**src/design/cet_pkg.sv**
```systemverilog
// ----------------------------------------------------------------------------
// cet_pkg
// Shared types, constants and calendar tables for the elapsed time block.
// ----------------------------------------------------------------------------
`timescale 1ns / 1ps
`default_nettype none

package cet_pkg;

   typedef enum logic [2:0] {
      UNIT_MINUTES = 3'd0,
      UNIT_HOURS   = 3'd1,
      UNIT_DAYS    = 3'd2,
      UNIT_MONTHS  = 3'd3,
      UNIT_YEARS   = 3'd4
   } cet_unit_type;

   // delay from an accepted request to its result strobe
   localparam int CET_LATENCY = 5;

   localparam int DOY_W = 9;

   localparam logic [31:0] SAT32          = 32'hFFFF_FFFF;
   localparam logic [31:0] MIN_DAY_LIMIT  = 32'hFFFF_FFFF / 24 / 60;
   localparam logic [31:0] HOUR_DAY_LIMIT = 32'hFFFF_FFFF / 24;

   // floor(x / 25) = (x * RECIP_25) >> RECIP_SHIFT for x below 2^14
   localparam logic [12:0] RECIP_25    = 13'd5243;
   localparam int          RECIP_SHIFT = 17;

   localparam logic [DOY_W-1:0] CUM_PLAIN [12] = '{
      9'd0, 9'd31, 9'd59, 9'd90, 9'd120, 9'd151,
      9'd181, 9'd212, 9'd243, 9'd273, 9'd304, 9'd334
   };
   localparam logic [DOY_W-1:0] CUM_LEAP [12] = '{
      9'd0, 9'd31, 9'd60, 9'd91, 9'd121, 9'd152,
      9'd182, 9'd213, 9'd244, 9'd274, 9'd305, 9'd335
   };

   typedef struct packed {
      cet_unit_type unit;
      logic         date_lt;
      logic         zero_min;
      logic         zero_hr;
      logic         borrow;
      logic         coarse_sat;
      logic [4:0]   start_hour;
      logic [4:0]   end_hour;
      logic [5:0]   start_minute;
      logic [5:0]   end_minute;
   } cet_ctrl_type;

   // month 0 reads as january, 13 to 15 as december
   function automatic logic [3:0] month_index(input logic [3:0] month);
      logic [3:0] idx;
      if (month == 4'd0) begin
         idx = 4'd0;
      end else if (month > 4'd12) begin
         idx = 4'd11;
      end else begin
         idx = month - 4'd1;
      end
      return idx;
   endfunction

   function automatic logic [DOY_W-1:0] cum_days(input logic leap, input logic [3:0] idx);
      logic [DOY_W-1:0] val;
      if (leap) begin
         val = CUM_LEAP[idx];
      end else begin
         val = CUM_PLAIN[idx];
      end
      return val;
   endfunction

endpackage

`default_nettype wire

```
**src/design/cet_year_unit.sv**
```systemverilog
// ----------------------------------------------------------------------------
// cet_year_unit
// Two-stage day count of one timestamp: days before its year (leap aware)
// and day of year, from the cumulative month tables.
// ----------------------------------------------------------------------------
`timescale 1ns / 1ps
`default_nettype none

module cet_year_unit #(
   parameter int YW = 16
) (
   input  wire logic                       clock,
   input  wire logic [YW-1:0]              year,
   input  wire logic [3:0]                 month,
   input  wire logic [4:0]                 day,
   output logic      [YW+8:0]              year_base,
   output logic      [cet_pkg::DOY_W-1:0]  day_of_year
);
   import cet_pkg::*;

   localparam int Q4W   = YW - 2;
   localparam int Q100W = YW - 6;
   localparam int PW    = Q4W + 13;
   localparam int HW    = YW + 9;

   logic [PW-1:0]    prod;
   logic [Q100W-1:0] q100_in;
   logic [YW-1:0]    year_ff;
   logic [Q100W-1:0] q100_ff;
   logic [3:0]       idx_ff;
   logic [4:0]       day_ff;

   logic [Q4W-1:0]   q4b;
   logic [Q4W-1:0]   q100x25;
   logic [Q4W-1:0]   rem25;
   logic             leap;
   logic [Q4W-1:0]   leaps;
   logic [HW-1:0]    base_in;
   logic [DOY_W-1:0] doy_in;
   logic [HW-1:0]    base_ff;
   logic [DOY_W-1:0] doy_ff;

   // stage a: year / 100 by reciprocal multiply on year / 4
   assign prod    = PW'(year[YW-1:2]) * PW'(RECIP_25);
   assign q100_in = prod[RECIP_SHIFT +: Q100W];

   always_ff @(posedge clock) begin
      year_ff <= year;
      q100_ff <= q100_in;
      idx_ff  <= month_index(month);
      day_ff  <= day;
   end

   // stage b: leap test and days before the year
   assign q4b     = year_ff[YW-1:2];
   assign q100x25 = Q4W'(q100_ff) * Q4W'(25);
   assign rem25   = q4b - q100x25;
   assign leap    = (year_ff[1:0] == 2'b00) && ((rem25 != '0) || (q100_ff[1:0] == 2'b00));
   assign leaps   = q4b - Q4W'(q100_ff) + Q4W'(q100_ff >> 2);

   // offset by one so that year zero, a leap year, starts at zero
   assign base_in = HW'(year_ff) * HW'(365) + HW'(leaps) + HW'(1) - HW'(leap);
   assign doy_in  = cum_days(leap, idx_ff) + DOY_W'(day_ff);

   always_ff @(posedge clock) begin
      base_ff <= base_in;
      doy_ff  <= doy_in;
   end

   assign year_base   = base_ff;
   assign day_of_year = doy_ff;

endmodule

`default_nettype wire

```
**src/design/cet_span_unit.sv**
```systemverilog
// ----------------------------------------------------------------------------
// cet_span_unit
// Three-stage back end: day span, hour span, minute span with saturation,
// then unit select into the result register.
// ----------------------------------------------------------------------------
`timescale 1ns / 1ps
`default_nettype none

module cet_span_unit #(
   parameter int YW = 16
) (
   input  wire logic                       clock,
   input  wire logic                       reset,
   input  wire logic                       in_valid,
   input  wire cet_pkg::cet_ctrl_type      ctrl,
   input  wire logic [YW+3:0]              coarse,
   input  wire logic [YW+8:0]              start_base,
   input  wire logic [YW+8:0]              end_base,
   input  wire logic [cet_pkg::DOY_W-1:0]  start_doy,
   input  wire logic [cet_pkg::DOY_W-1:0]  end_doy,
   output logic                            out_valid,
   output logic [31:0]                     elapsed
);
   import cet_pkg::*;

   localparam int HW = YW + 9;
   localparam int TW = HW + 6;
   localparam int CW = YW + 4;

   // stage d
   logic [HW+1:0]     diff;
   logic [HW-1:0]     days_in;
   logic [HW-1:0]     days_ff;
   cet_ctrl_type      ctrl_d_ff;
   logic [CW-1:0]     coarse_d_ff;
   logic              valid_d_ff;

   // stage e
   logic              hour_sat;
   logic              min_sat_in;
   logic [TW-1:0]     span_hours;
   logic [31:0]       hours_in;
   logic [31:0]       hours_ff;
   logic [HW-1:0]     days_e_ff;
   logic              min_sat_ff;
   cet_ctrl_type      ctrl_e_ff;
   logic [CW-1:0]     coarse_e_ff;
   logic              valid_e_ff;

   // stage f
   logic [31:0]       hours_base;
   logic [39:0]       scaled;
   logic [40:0]       offset;
   logic [40:0]       mraw;
   logic [31:0]       minutes;
   logic [31:0]       elapsed_in;
   logic [31:0]       elapsed_ff;
   logic              valid_f_ff;

   assign diff = {2'b00, end_base} - {2'b00, start_base}
               + (HW+2)'(end_doy) - (HW+2)'(start_doy);
   assign days_in = (ctrl.date_lt && !diff[HW+1]) ? diff[HW-1:0] : '0;

   always_ff @(posedge clock) begin
      if (reset) begin
         valid_d_ff <= 1'b0;
      end else begin
         valid_d_ff <= in_valid;
      end
   end

   always_ff @(posedge clock) begin
      days_ff     <= days_in;
      ctrl_d_ff   <= ctrl;
      coarse_d_ff <= coarse;
   end

   assign hour_sat   = 32'(days_ff) >= HOUR_DAY_LIMIT;
   assign min_sat_in = 32'(days_ff) >= MIN_DAY_LIMIT;
   assign span_hours = TW'(days_ff) * TW'(24) + TW'(ctrl_d_ff.end_hour);

   always_comb begin
      if (hour_sat) begin
         hours_in = SAT32;
      end else if (span_hours > TW'(ctrl_d_ff.start_hour)) begin
         hours_in = 32'(span_hours - TW'(ctrl_d_ff.start_hour));
      end else begin
         hours_in = '0;
      end
   end

   always_ff @(posedge clock) begin
      if (reset) begin
         valid_e_ff <= 1'b0;
      end else begin
         valid_e_ff <= valid_d_ff;
      end
   end

   always_ff @(posedge clock) begin
      hours_ff    <= hours_in;
      days_e_ff   <= days_ff;
      min_sat_ff  <= min_sat_in;
      ctrl_e_ff   <= ctrl_d_ff;
      coarse_e_ff <= coarse_d_ff;
   end

   // minute borrow takes one hour back, floored at zero
   assign hours_base = (ctrl_e_ff.borrow && hours_ff != '0) ? hours_ff - 32'd1 :
                       (ctrl_e_ff.borrow ? '0 : hours_ff);
   assign scaled = 40'(hours_base) * 40'(60);
   assign offset = ctrl_e_ff.borrow ?
                   41'(ctrl_e_ff.end_minute) + 41'(60) - 41'(ctrl_e_ff.start_minute) :
                   41'(ctrl_e_ff.end_minute) - 41'(ctrl_e_ff.start_minute);
   assign mraw   = {1'b0, scaled} + offset;

   // a negative sum wraps high and saturates as well
   assign minutes = (min_sat_ff || mraw[40] || mraw[39:32] != '0) ? SAT32 : mraw[31:0];

   always_comb begin
      case (ctrl_e_ff.unit)
         UNIT_MINUTES: begin
            elapsed_in = ctrl_e_ff.zero_min ? '0 : minutes;
         end
         UNIT_HOURS: begin
            elapsed_in = ctrl_e_ff.zero_hr ? '0 : hours_ff;
         end
         UNIT_DAYS: begin
            elapsed_in = 32'(days_e_ff);
         end
         UNIT_MONTHS, UNIT_YEARS: begin
            elapsed_in = ctrl_e_ff.coarse_sat ? SAT32 : 32'(coarse_e_ff);
         end
         default: begin
            elapsed_in = '0;
         end
      endcase
   end

   always_ff @(posedge clock) begin
      if (reset) begin
         valid_f_ff <= 1'b0;
      end else begin
         valid_f_ff <= valid_e_ff;
      end
   end

   always_ff @(posedge clock) begin
      elapsed_ff <= elapsed_in;
   end

   assign out_valid = valid_f_ff;
   assign elapsed   = elapsed_ff;

endmodule

`default_nettype wire

```
**src/design/calendar_elapsed_time.sv**
```systemverilog
// ----------------------------------------------------------------------------
// calendar_elapsed_time
// Elapsed minutes, hours, days, months or years between two timestamps.
// ----------------------------------------------------------------------------
// throughput: one request per cycle, busy never rises; the result pipe is
//   input register, two year-count stages, day, hour and minute stages
// reset clears the valid pipeline; requests in flight are dropped
// results are strobed for one cycle and cannot be held off by the receiver
`timescale 1ns / 1ps
`default_nettype none

module calendar_elapsed_time #(
   parameter int YEAR_BITS = 16
) (
   input  wire logic        clock,
   input  wire logic        reset,
   input  wire logic        req_start,
   output logic             busy,
   input  wire logic [2:0]  req_cmd,
   input  wire logic [15:0] req_start_year,
   input  wire logic [3:0]  req_start_month,
   input  wire logic [4:0]  req_start_day,
   input  wire logic [4:0]  req_start_hour,
   input  wire logic [5:0]  req_start_minute,
   input  wire logic [15:0] req_end_year,
   input  wire logic [3:0]  req_end_month,
   input  wire logic [4:0]  req_end_day,
   input  wire logic [4:0]  req_end_hour,
   input  wire logic [5:0]  req_end_minute,
   output logic             rsp_valid,
   output logic [31:0]      rsp_elapsed
);
   import cet_pkg::*;

   // years wider than the port are limited to the port
   localparam int YW = (YEAR_BITS < 16) ? YEAR_BITS : 16;
   localparam int CW = YW + 4;

   logic             valid0_ff;
   cet_unit_type     unit_ff;
   logic [YW-1:0]    sy_ff;
   logic [3:0]       sm_ff;
   logic [4:0]       sd_ff;
   logic [4:0]       sh_ff;
   logic [5:0]       smin_ff;
   logic [YW-1:0]    ey_ff;
   logic [3:0]       em_ff;
   logic [4:0]       ed_ff;
   logic [4:0]       eh_ff;
   logic [5:0]       emin_ff;

   logic             date_gt;
   logic             date_eq;
   logic             month_zero;
   logic [YW-1:0]    year_diff;
   logic [CW:0]      month_raw;
   logic [CW-1:0]    coarse_in;
   cet_ctrl_type     ctrl_in;

   cet_ctrl_type     ctrl1_ff;
   cet_ctrl_type     ctrl2_ff;
   logic [CW-1:0]    coarse1_ff;
   logic [CW-1:0]    coarse2_ff;
   logic             valid1_ff;
   logic             valid2_ff;

   logic [YW+8:0]    start_base;
   logic [YW+8:0]    end_base;
   logic [DOY_W-1:0] start_doy;
   logic [DOY_W-1:0] end_doy;

   assign busy = 1'b0;

   always_ff @(posedge clock) begin
      if (reset) begin
         valid0_ff <= 1'b0;
      end else begin
         valid0_ff <= req_start && !busy;
      end
   end

   always_ff @(posedge clock) begin
      unit_ff <= cet_unit_type'(req_cmd);
      sy_ff   <= req_start_year[YW-1:0];
      sm_ff   <= req_start_month;
      sd_ff   <= req_start_day;
      sh_ff   <= req_start_hour;
      smin_ff <= req_start_minute;
      ey_ff   <= req_end_year[YW-1:0];
      em_ff   <= req_end_month;
      ed_ff   <= req_end_day;
      eh_ff   <= req_end_hour;
      emin_ff <= req_end_minute;
   end

   // date ordering on raw year, month, day
   assign date_gt = (sy_ff > ey_ff) ||
                    (sy_ff == ey_ff && (sm_ff > em_ff || (sm_ff == em_ff && sd_ff > ed_ff)));
   assign date_eq = (sy_ff == ey_ff) && (sm_ff == em_ff) && (sd_ff == ed_ff);

   // months: borrow from the year folds into one signed sum
   assign month_zero = (sy_ff > ey_ff) || (sy_ff == ey_ff && sm_ff > em_ff);
   assign year_diff  = ey_ff - sy_ff;
   assign month_raw  = (CW+1)'(year_diff) * (CW+1)'(12) + (CW+1)'(em_ff) - (CW+1)'(sm_ff);

   always_comb begin
      if (unit_ff == UNIT_YEARS) begin
         coarse_in = (ey_ff > sy_ff) ? CW'(year_diff) : '0;
      end else begin
         coarse_in = month_zero ? '0 : month_raw[CW-1:0];
      end
   end

   always_comb begin
      ctrl_in.unit         = unit_ff;
      ctrl_in.date_lt      = !date_gt && !date_eq;
      ctrl_in.zero_min     = date_gt ||
                             (date_eq && (sh_ff > eh_ff || (sh_ff == eh_ff && smin_ff > emin_ff)));
      ctrl_in.zero_hr      = date_gt || (date_eq && sh_ff > eh_ff);
      ctrl_in.borrow       = smin_ff > emin_ff;
      ctrl_in.coarse_sat   = (unit_ff == UNIT_MONTHS) && !month_zero && month_raw[CW];
      ctrl_in.start_hour   = sh_ff;
      ctrl_in.end_hour     = eh_ff;
      ctrl_in.start_minute = smin_ff;
      ctrl_in.end_minute   = emin_ff;
   end

   always_ff @(posedge clock) begin
      if (reset) begin
         valid1_ff <= 1'b0;
         valid2_ff <= 1'b0;
      end else begin
         valid1_ff <= valid0_ff;
         valid2_ff <= valid1_ff;
      end
   end

   always_ff @(posedge clock) begin
      ctrl1_ff   <= ctrl_in;
      ctrl2_ff   <= ctrl1_ff;
      coarse1_ff <= coarse_in;
      coarse2_ff <= coarse1_ff;
   end

   cet_year_unit #(
      .YW (YW)
   ) u_start_year (
      .clock       (clock),
      .year        (sy_ff),
      .month       (sm_ff),
      .day         (sd_ff),
      .year_base   (start_base),
      .day_of_year (start_doy)
   );

   cet_year_unit #(
      .YW (YW)
   ) u_end_year (
      .clock       (clock),
      .year        (ey_ff),
      .month       (em_ff),
      .day         (ed_ff),
      .year_base   (end_base),
      .day_of_year (end_doy)
   );

   cet_span_unit #(
      .YW (YW)
   ) u_span (
      .clock      (clock),
      .reset      (reset),
      .in_valid   (valid2_ff),
      .ctrl       (ctrl2_ff),
      .coarse     (coarse2_ff),
      .start_base (start_base),
      .end_base   (end_base),
      .start_doy  (start_doy),
      .end_doy    (end_doy),
      .out_valid  (rsp_valid),
      .elapsed    (rsp_elapsed)
   );

endmodule

`default_nettype wire

```
**config.mk**
```make
export PLATFORM = sky130hd
export DESIGN_NAME = calendar_elapsed_time
export DESIGN_NICKNAME = d
export VERILOG_FILES = /design/src/design/cet_pkg.sv /design/src/design/cet_year_unit.sv /design/src/design/cet_span_unit.sv /design/src/design/calendar_elapsed_time.sv
export SDC_FILE = /design/constraint.sdc
export NUM_CORES = 2
export LEC_CHECK = 0
export BUFFER_PORTS_ARGS = -buffer_cell sky130_fd_sc_hd__buf_2
export CAP_MARGIN = 25
export CORE_UTILIZATION = 40
export CTS_CLUSTER_DIAMETER = 80
export DETAILED_ROUTE_END_ITERATION = 7
export GPL_TIMING_DRIVEN = 0
export SLEW_MARGIN = 20
export SYNTH_ARGS = -nofsm -noshare
export SYNTH_HDL_FRONTEND = slang
export SYNTH_SLANG_ARGS = --single-unit
export TNS_END_PERCENT = 30
```
**constraint.sdc**
```tcl
create_clock -name clock -period 13.88 [get_ports clock]
set_input_delay 0.694 -clock clock [delete_from_list [all_inputs] [get_ports clock]]
set_output_delay 0.694 -clock clock [all_outputs]
set_load 0.01 [all_outputs]
```
==> impl_metrics.py <==
metrics = {
    "job": {
        "cap_violations": 0,
    },
    "synth": {
        "yosys.area_share.simple_pct": 11.0,
        "synth_fa_ha_area_share_pct": 37.3,
        "synth-xor-area-share_pct": 6.47,
        "yosysWarnings": 0,
        "syn-cell-area_um2": 47000,
        "synth_compound_area_share_pct": 14.3,
        "synth_edf_count": 0,
        "synthMuxAreaShare_pct": 0.487,
        "synth_fp_nets": 6357,
        "synthCells": 5124,
        "ys.flop_type": "dfxtp_1",
        "ys_seq_elements": 522,
        "yosysSeqAreaShare_pct": 22.2,
        "async_flop_share_pct": 0,
        "syn_area_per_cell_um2": 9.17,
        "synth_top_family_by_area": "adder cells",
        "synth.distinct_cells": 99,
    },
    "setup_path": {
        "worstSetupPathType": "reg -> reg",
        "worstPathRequired_ns": 14.34,
        "crit_fanout": 10,
        "slowest_stage": "clkbuf_1",
        "reg2reg_depth": 43,
        "worst_setup_path_end_kind": "flop",
        "cp.arrival_ns": 12.67,
        "r2r-end": "u_span.elapsed[4]",
        "critical_path.max_stage_delay_ns": 0.68,
        "crit_path_frequent_cell": "o21ai_0",
        "cp-start-kind": "flop",
        "r2r-start": "u_span.hours_ff[6]",
        "r2r_slack_ns": 1.67,
    },
    "run_status": {
        "status": "completed",
    },
    "sta": {
        "grt_setup_unrepaired": "false",
        "slew_headroom_pct": 31.6,
        "period_share_pct": 88.0,
        "finalSetupViolCount": 0,
        "finClkSkew_ns": 0.0269,
        "worst_pin_slew_ns": 1.02,
        "fmax_mhz": 81.9,
        "layout_min_cycle_time_ns": 12.21,
        "finalMaxSlewViolations": 0,
        "whs_ns": 0.119,
        "timing.setup.tns_ns": 0,
        "hold_violations": 0,
    },
    "floorplanning": {
        "die_area_um2": 119000,
        "coreArea_um2": 116000,
        "die_height_um": 345,
        "die_w_um": 345,
        "num_rows": 125,
        "ios": 112,
        "initial_core_util_pct": 40.4,
    },
    "drt": {
        "vias": 34500,
        "drtIter0Drc": 1805,
        "via_per_inst": 5.01,
        "wl_mm": 110,
        "drcViolationCount": 0,
        "routedWlPerCell_um": 16.1,
        "first_pass_iters": 6,
        "detail-route-antenna-nets": 0,
    },
    "hold_path": {
        "hp-start": "req_end_hour[2]",
        "hold_path.class": "in -> reg",
        "hold_depth": 1,
        "holdPathEnd": "eh_ff[2]",
    },
    "place": {
        "place_congestion": 0.915,
        "io_buffer_count": 110,
        "post-dp-hpwl_mm": 93.4,
    },
    "global_route": {
        "grt_pass1_wl_mm": 180,
        "grt_pass1_vias": 34700,
        "gr-total-overflow": 0,
        "grt_start_max_net_pins": 19,
        "grt_use_total_pct": 19.0,
        "antenna_found_initial": 2,
    },
    "clock_network": {
        "clock_latency_ns": 0.67,
        "clkSinkCount": 522,
        "numCtsBuffers": 60,
        "root_buffer": "clkbuf_16",
        "holdBufCountCts": 0,
        "post-cts-setup-buffer-count": 0,
        "h-tree-depth": 2,
        "ctsResizeCount": 0,
        "cts_tree": "done",
        "path_clk_slew_ns": 0.06,
        "clockBufferDepth": 3,
    },
    "cells_and_area": {
        "post-route-util_pct": 44.4,
        "nNetsFinal": 6533,
        "fillCellCount": 11400,
        "drive_above_1_share_pct": 5.42,
        "seq_area_um2": 10500,
        "areaGrowthSynthToFinish_pct": 10.0,
        "multi_input_area_um2": 32700,
    },
}
-- critical path: cells and delay by family (launching register included) --
family / cells / cell delay [ns]
buffers and inverters: 6 / 1.65
flip-flops: 1 / 0.38
AND/OR/NAND/NOR: 13 / 3.96
AO/OA/AOI/OAI: 19 / 4.55
XOR/XNOR: 2 / 0.29
adder cells (fa/ha/maj): 3 / 1.12
-- state kept, by name, indices dropped and copies added, names as in the netlist, 20 cells and up --
register and cells:
u_span.hours_ff 32, u_span.days_ff 25, u_span.coarse_d_ff 20, coarse2_ff 20, coarse1_ff 20, u_span.ctrl_d_ff 29, u_span.elapsed 32, u_span.days_e_ff 25
u_start_year.year_base 25, ctrl1_ff 30, u_span.coarse_e_ff 20, ctrl2_ff 30, u_end_year.year_base 25
-- area by class of cell --
cell class | instances | share of cell area, %
diodes | 1 | 0.00484
clock inverters | 41 | 1.05
multi-input cells | 3577 | 63.3
repair buffers | 114 | 1.11
flip-flops and latches | 522 | 20.2
clock buffers | 71 | 3.14
inverters | 960 | 6.97
well taps | 1524 | 3.69
plain buffers | 65 | 0.499
-- through the flow --
step	instances	area, um2	worst slack [ns]
floorplan	5124	47000	4.30
global placement	6758	49500	1.02
detailed placement	6761	49500	1.89
CTS	6873	51700	1.80
global route	6874	51700	0.614
finish	6875	51700	1.67
-- metal layers --
metal	vias up	track usage, %	part of all wire (%)
met5	-	0	0
met4	0	6.80	3.8
met3	162	2.28	3.6
met2	576	33.4	48
met1	16200	23.8	44
li1	17500	-	-
-- cells in the final DEF (no fill, tap or decap), drive strengths merged, types with 29 or more instances in the layout --
| cell | Yosys | routed |
|---|---|---|
| buf | 7 | 120 |
| fa | 397 | 397 |
| nor3 | 110 | 110 |
| or3 | 34 | 34 |
| nand2 | 188 | 188 |
| o21a | 43 | 43 |
| a21oi | 265 | 265 |
| and2 | 31 | 31 |
| a31oi | 29 | 29 |
| nor2 | 302 | 302 |
| a21o | 103 | 103 |
| xnor2 | 238 | 238 |
| nand3 | 77 | 77 |
| nand2b | 67 | 67 |
| a211oi | 30 | 30 |
| xor2 | 109 | 109 |
| nor2b | 73 | 73 |
| clkbuf | 58 | 130 |
| o21bai | 47 | 47 |
| inv | 960 | 964 |
| a221oi | 29 | 29 |
| ha | 758 | 758 |
| dfxtp | 522 | 522 |
| o21ai | 208 | 208 |
| o211ai | 32 | 32 |
-- Yosys cell counts, types with 28 or more instances --
| cell type | n | area (um2) |
|---|---|---|
| a211oi_1 | 29 | 218 |
| a21o_1 | 103 | 773 |
| a21oi_1 | 264 | 1320 |
| a221oi_1 | 29 | 254 |
| a31oi_1 | 29 | 181 |
| and2_1 | 30 | 188 |
| and3_1 | 28 | 175 |
| clkbuf_1 | 58 | 218 |
| dfxtp_1 | 522 | 10500 |
| fa_1 | 397 | 7950 |
| ha_1 | 758 | 9480 |
| inv_1 | 960 | 3600 |
| nand2_1 | 188 | 706 |
| nand2b_1 | 67 | 419 |
| nand3_1 | 76 | 380 |
| nor2_1 | 301 | 1130 |
| nor2b_1 | 73 | 457 |
| nor3_1 | 109 | 546 |
| o211ai_1 | 32 | 240 |
| o21a_1 | 43 | 323 |
| o21ai_0 | 206 | 1030 |
| o21bai_1 | 47 | 353 |
| or3_1 | 34 | 213 |
| xnor2_1 | 238 | 2080 |
| xor2_1 | 109 | 955 |
-- cell families after synthesis --
| kind of cell | count (synthesis) |
|---|---|
| adders and majority gates | 1163 |
| and+or+nand+nor | 1037 |
| buffers and inverters | 1025 |
| AOI/OAI and AO/OA | 1007 |
| DFF | 522 |
| xor gates and xnor gates | 347 |
| muxes | 22 |
| other | 1 |
-- worst max path at each step --
stage                                  start           endpoint  slack (ns)  depth (start not counted)
after floorplan           u_span.hours_ff[6]  u_span.elapsed[4]        4.30                         42
after global placement    u_span.hours_ff[6]  u_span.elapsed[4]        1.02                         42
after detailed placement  u_span.hours_ff[6]  u_span.elapsed[4]        1.89                         37
after CTS                 u_span.hours_ff[6]  u_span.elapsed[4]        1.80                         43
after global routing      u_span.hours_ff[6]  u_span.elapsed[4]        0.61                         37
final                     u_span.hours_ff[6]  u_span.elapsed[4]        1.67                         43
Power is left out: the tool's default activity adds up to more than one toggle a clock period on the data nets, which glitch-free logic cannot reach.
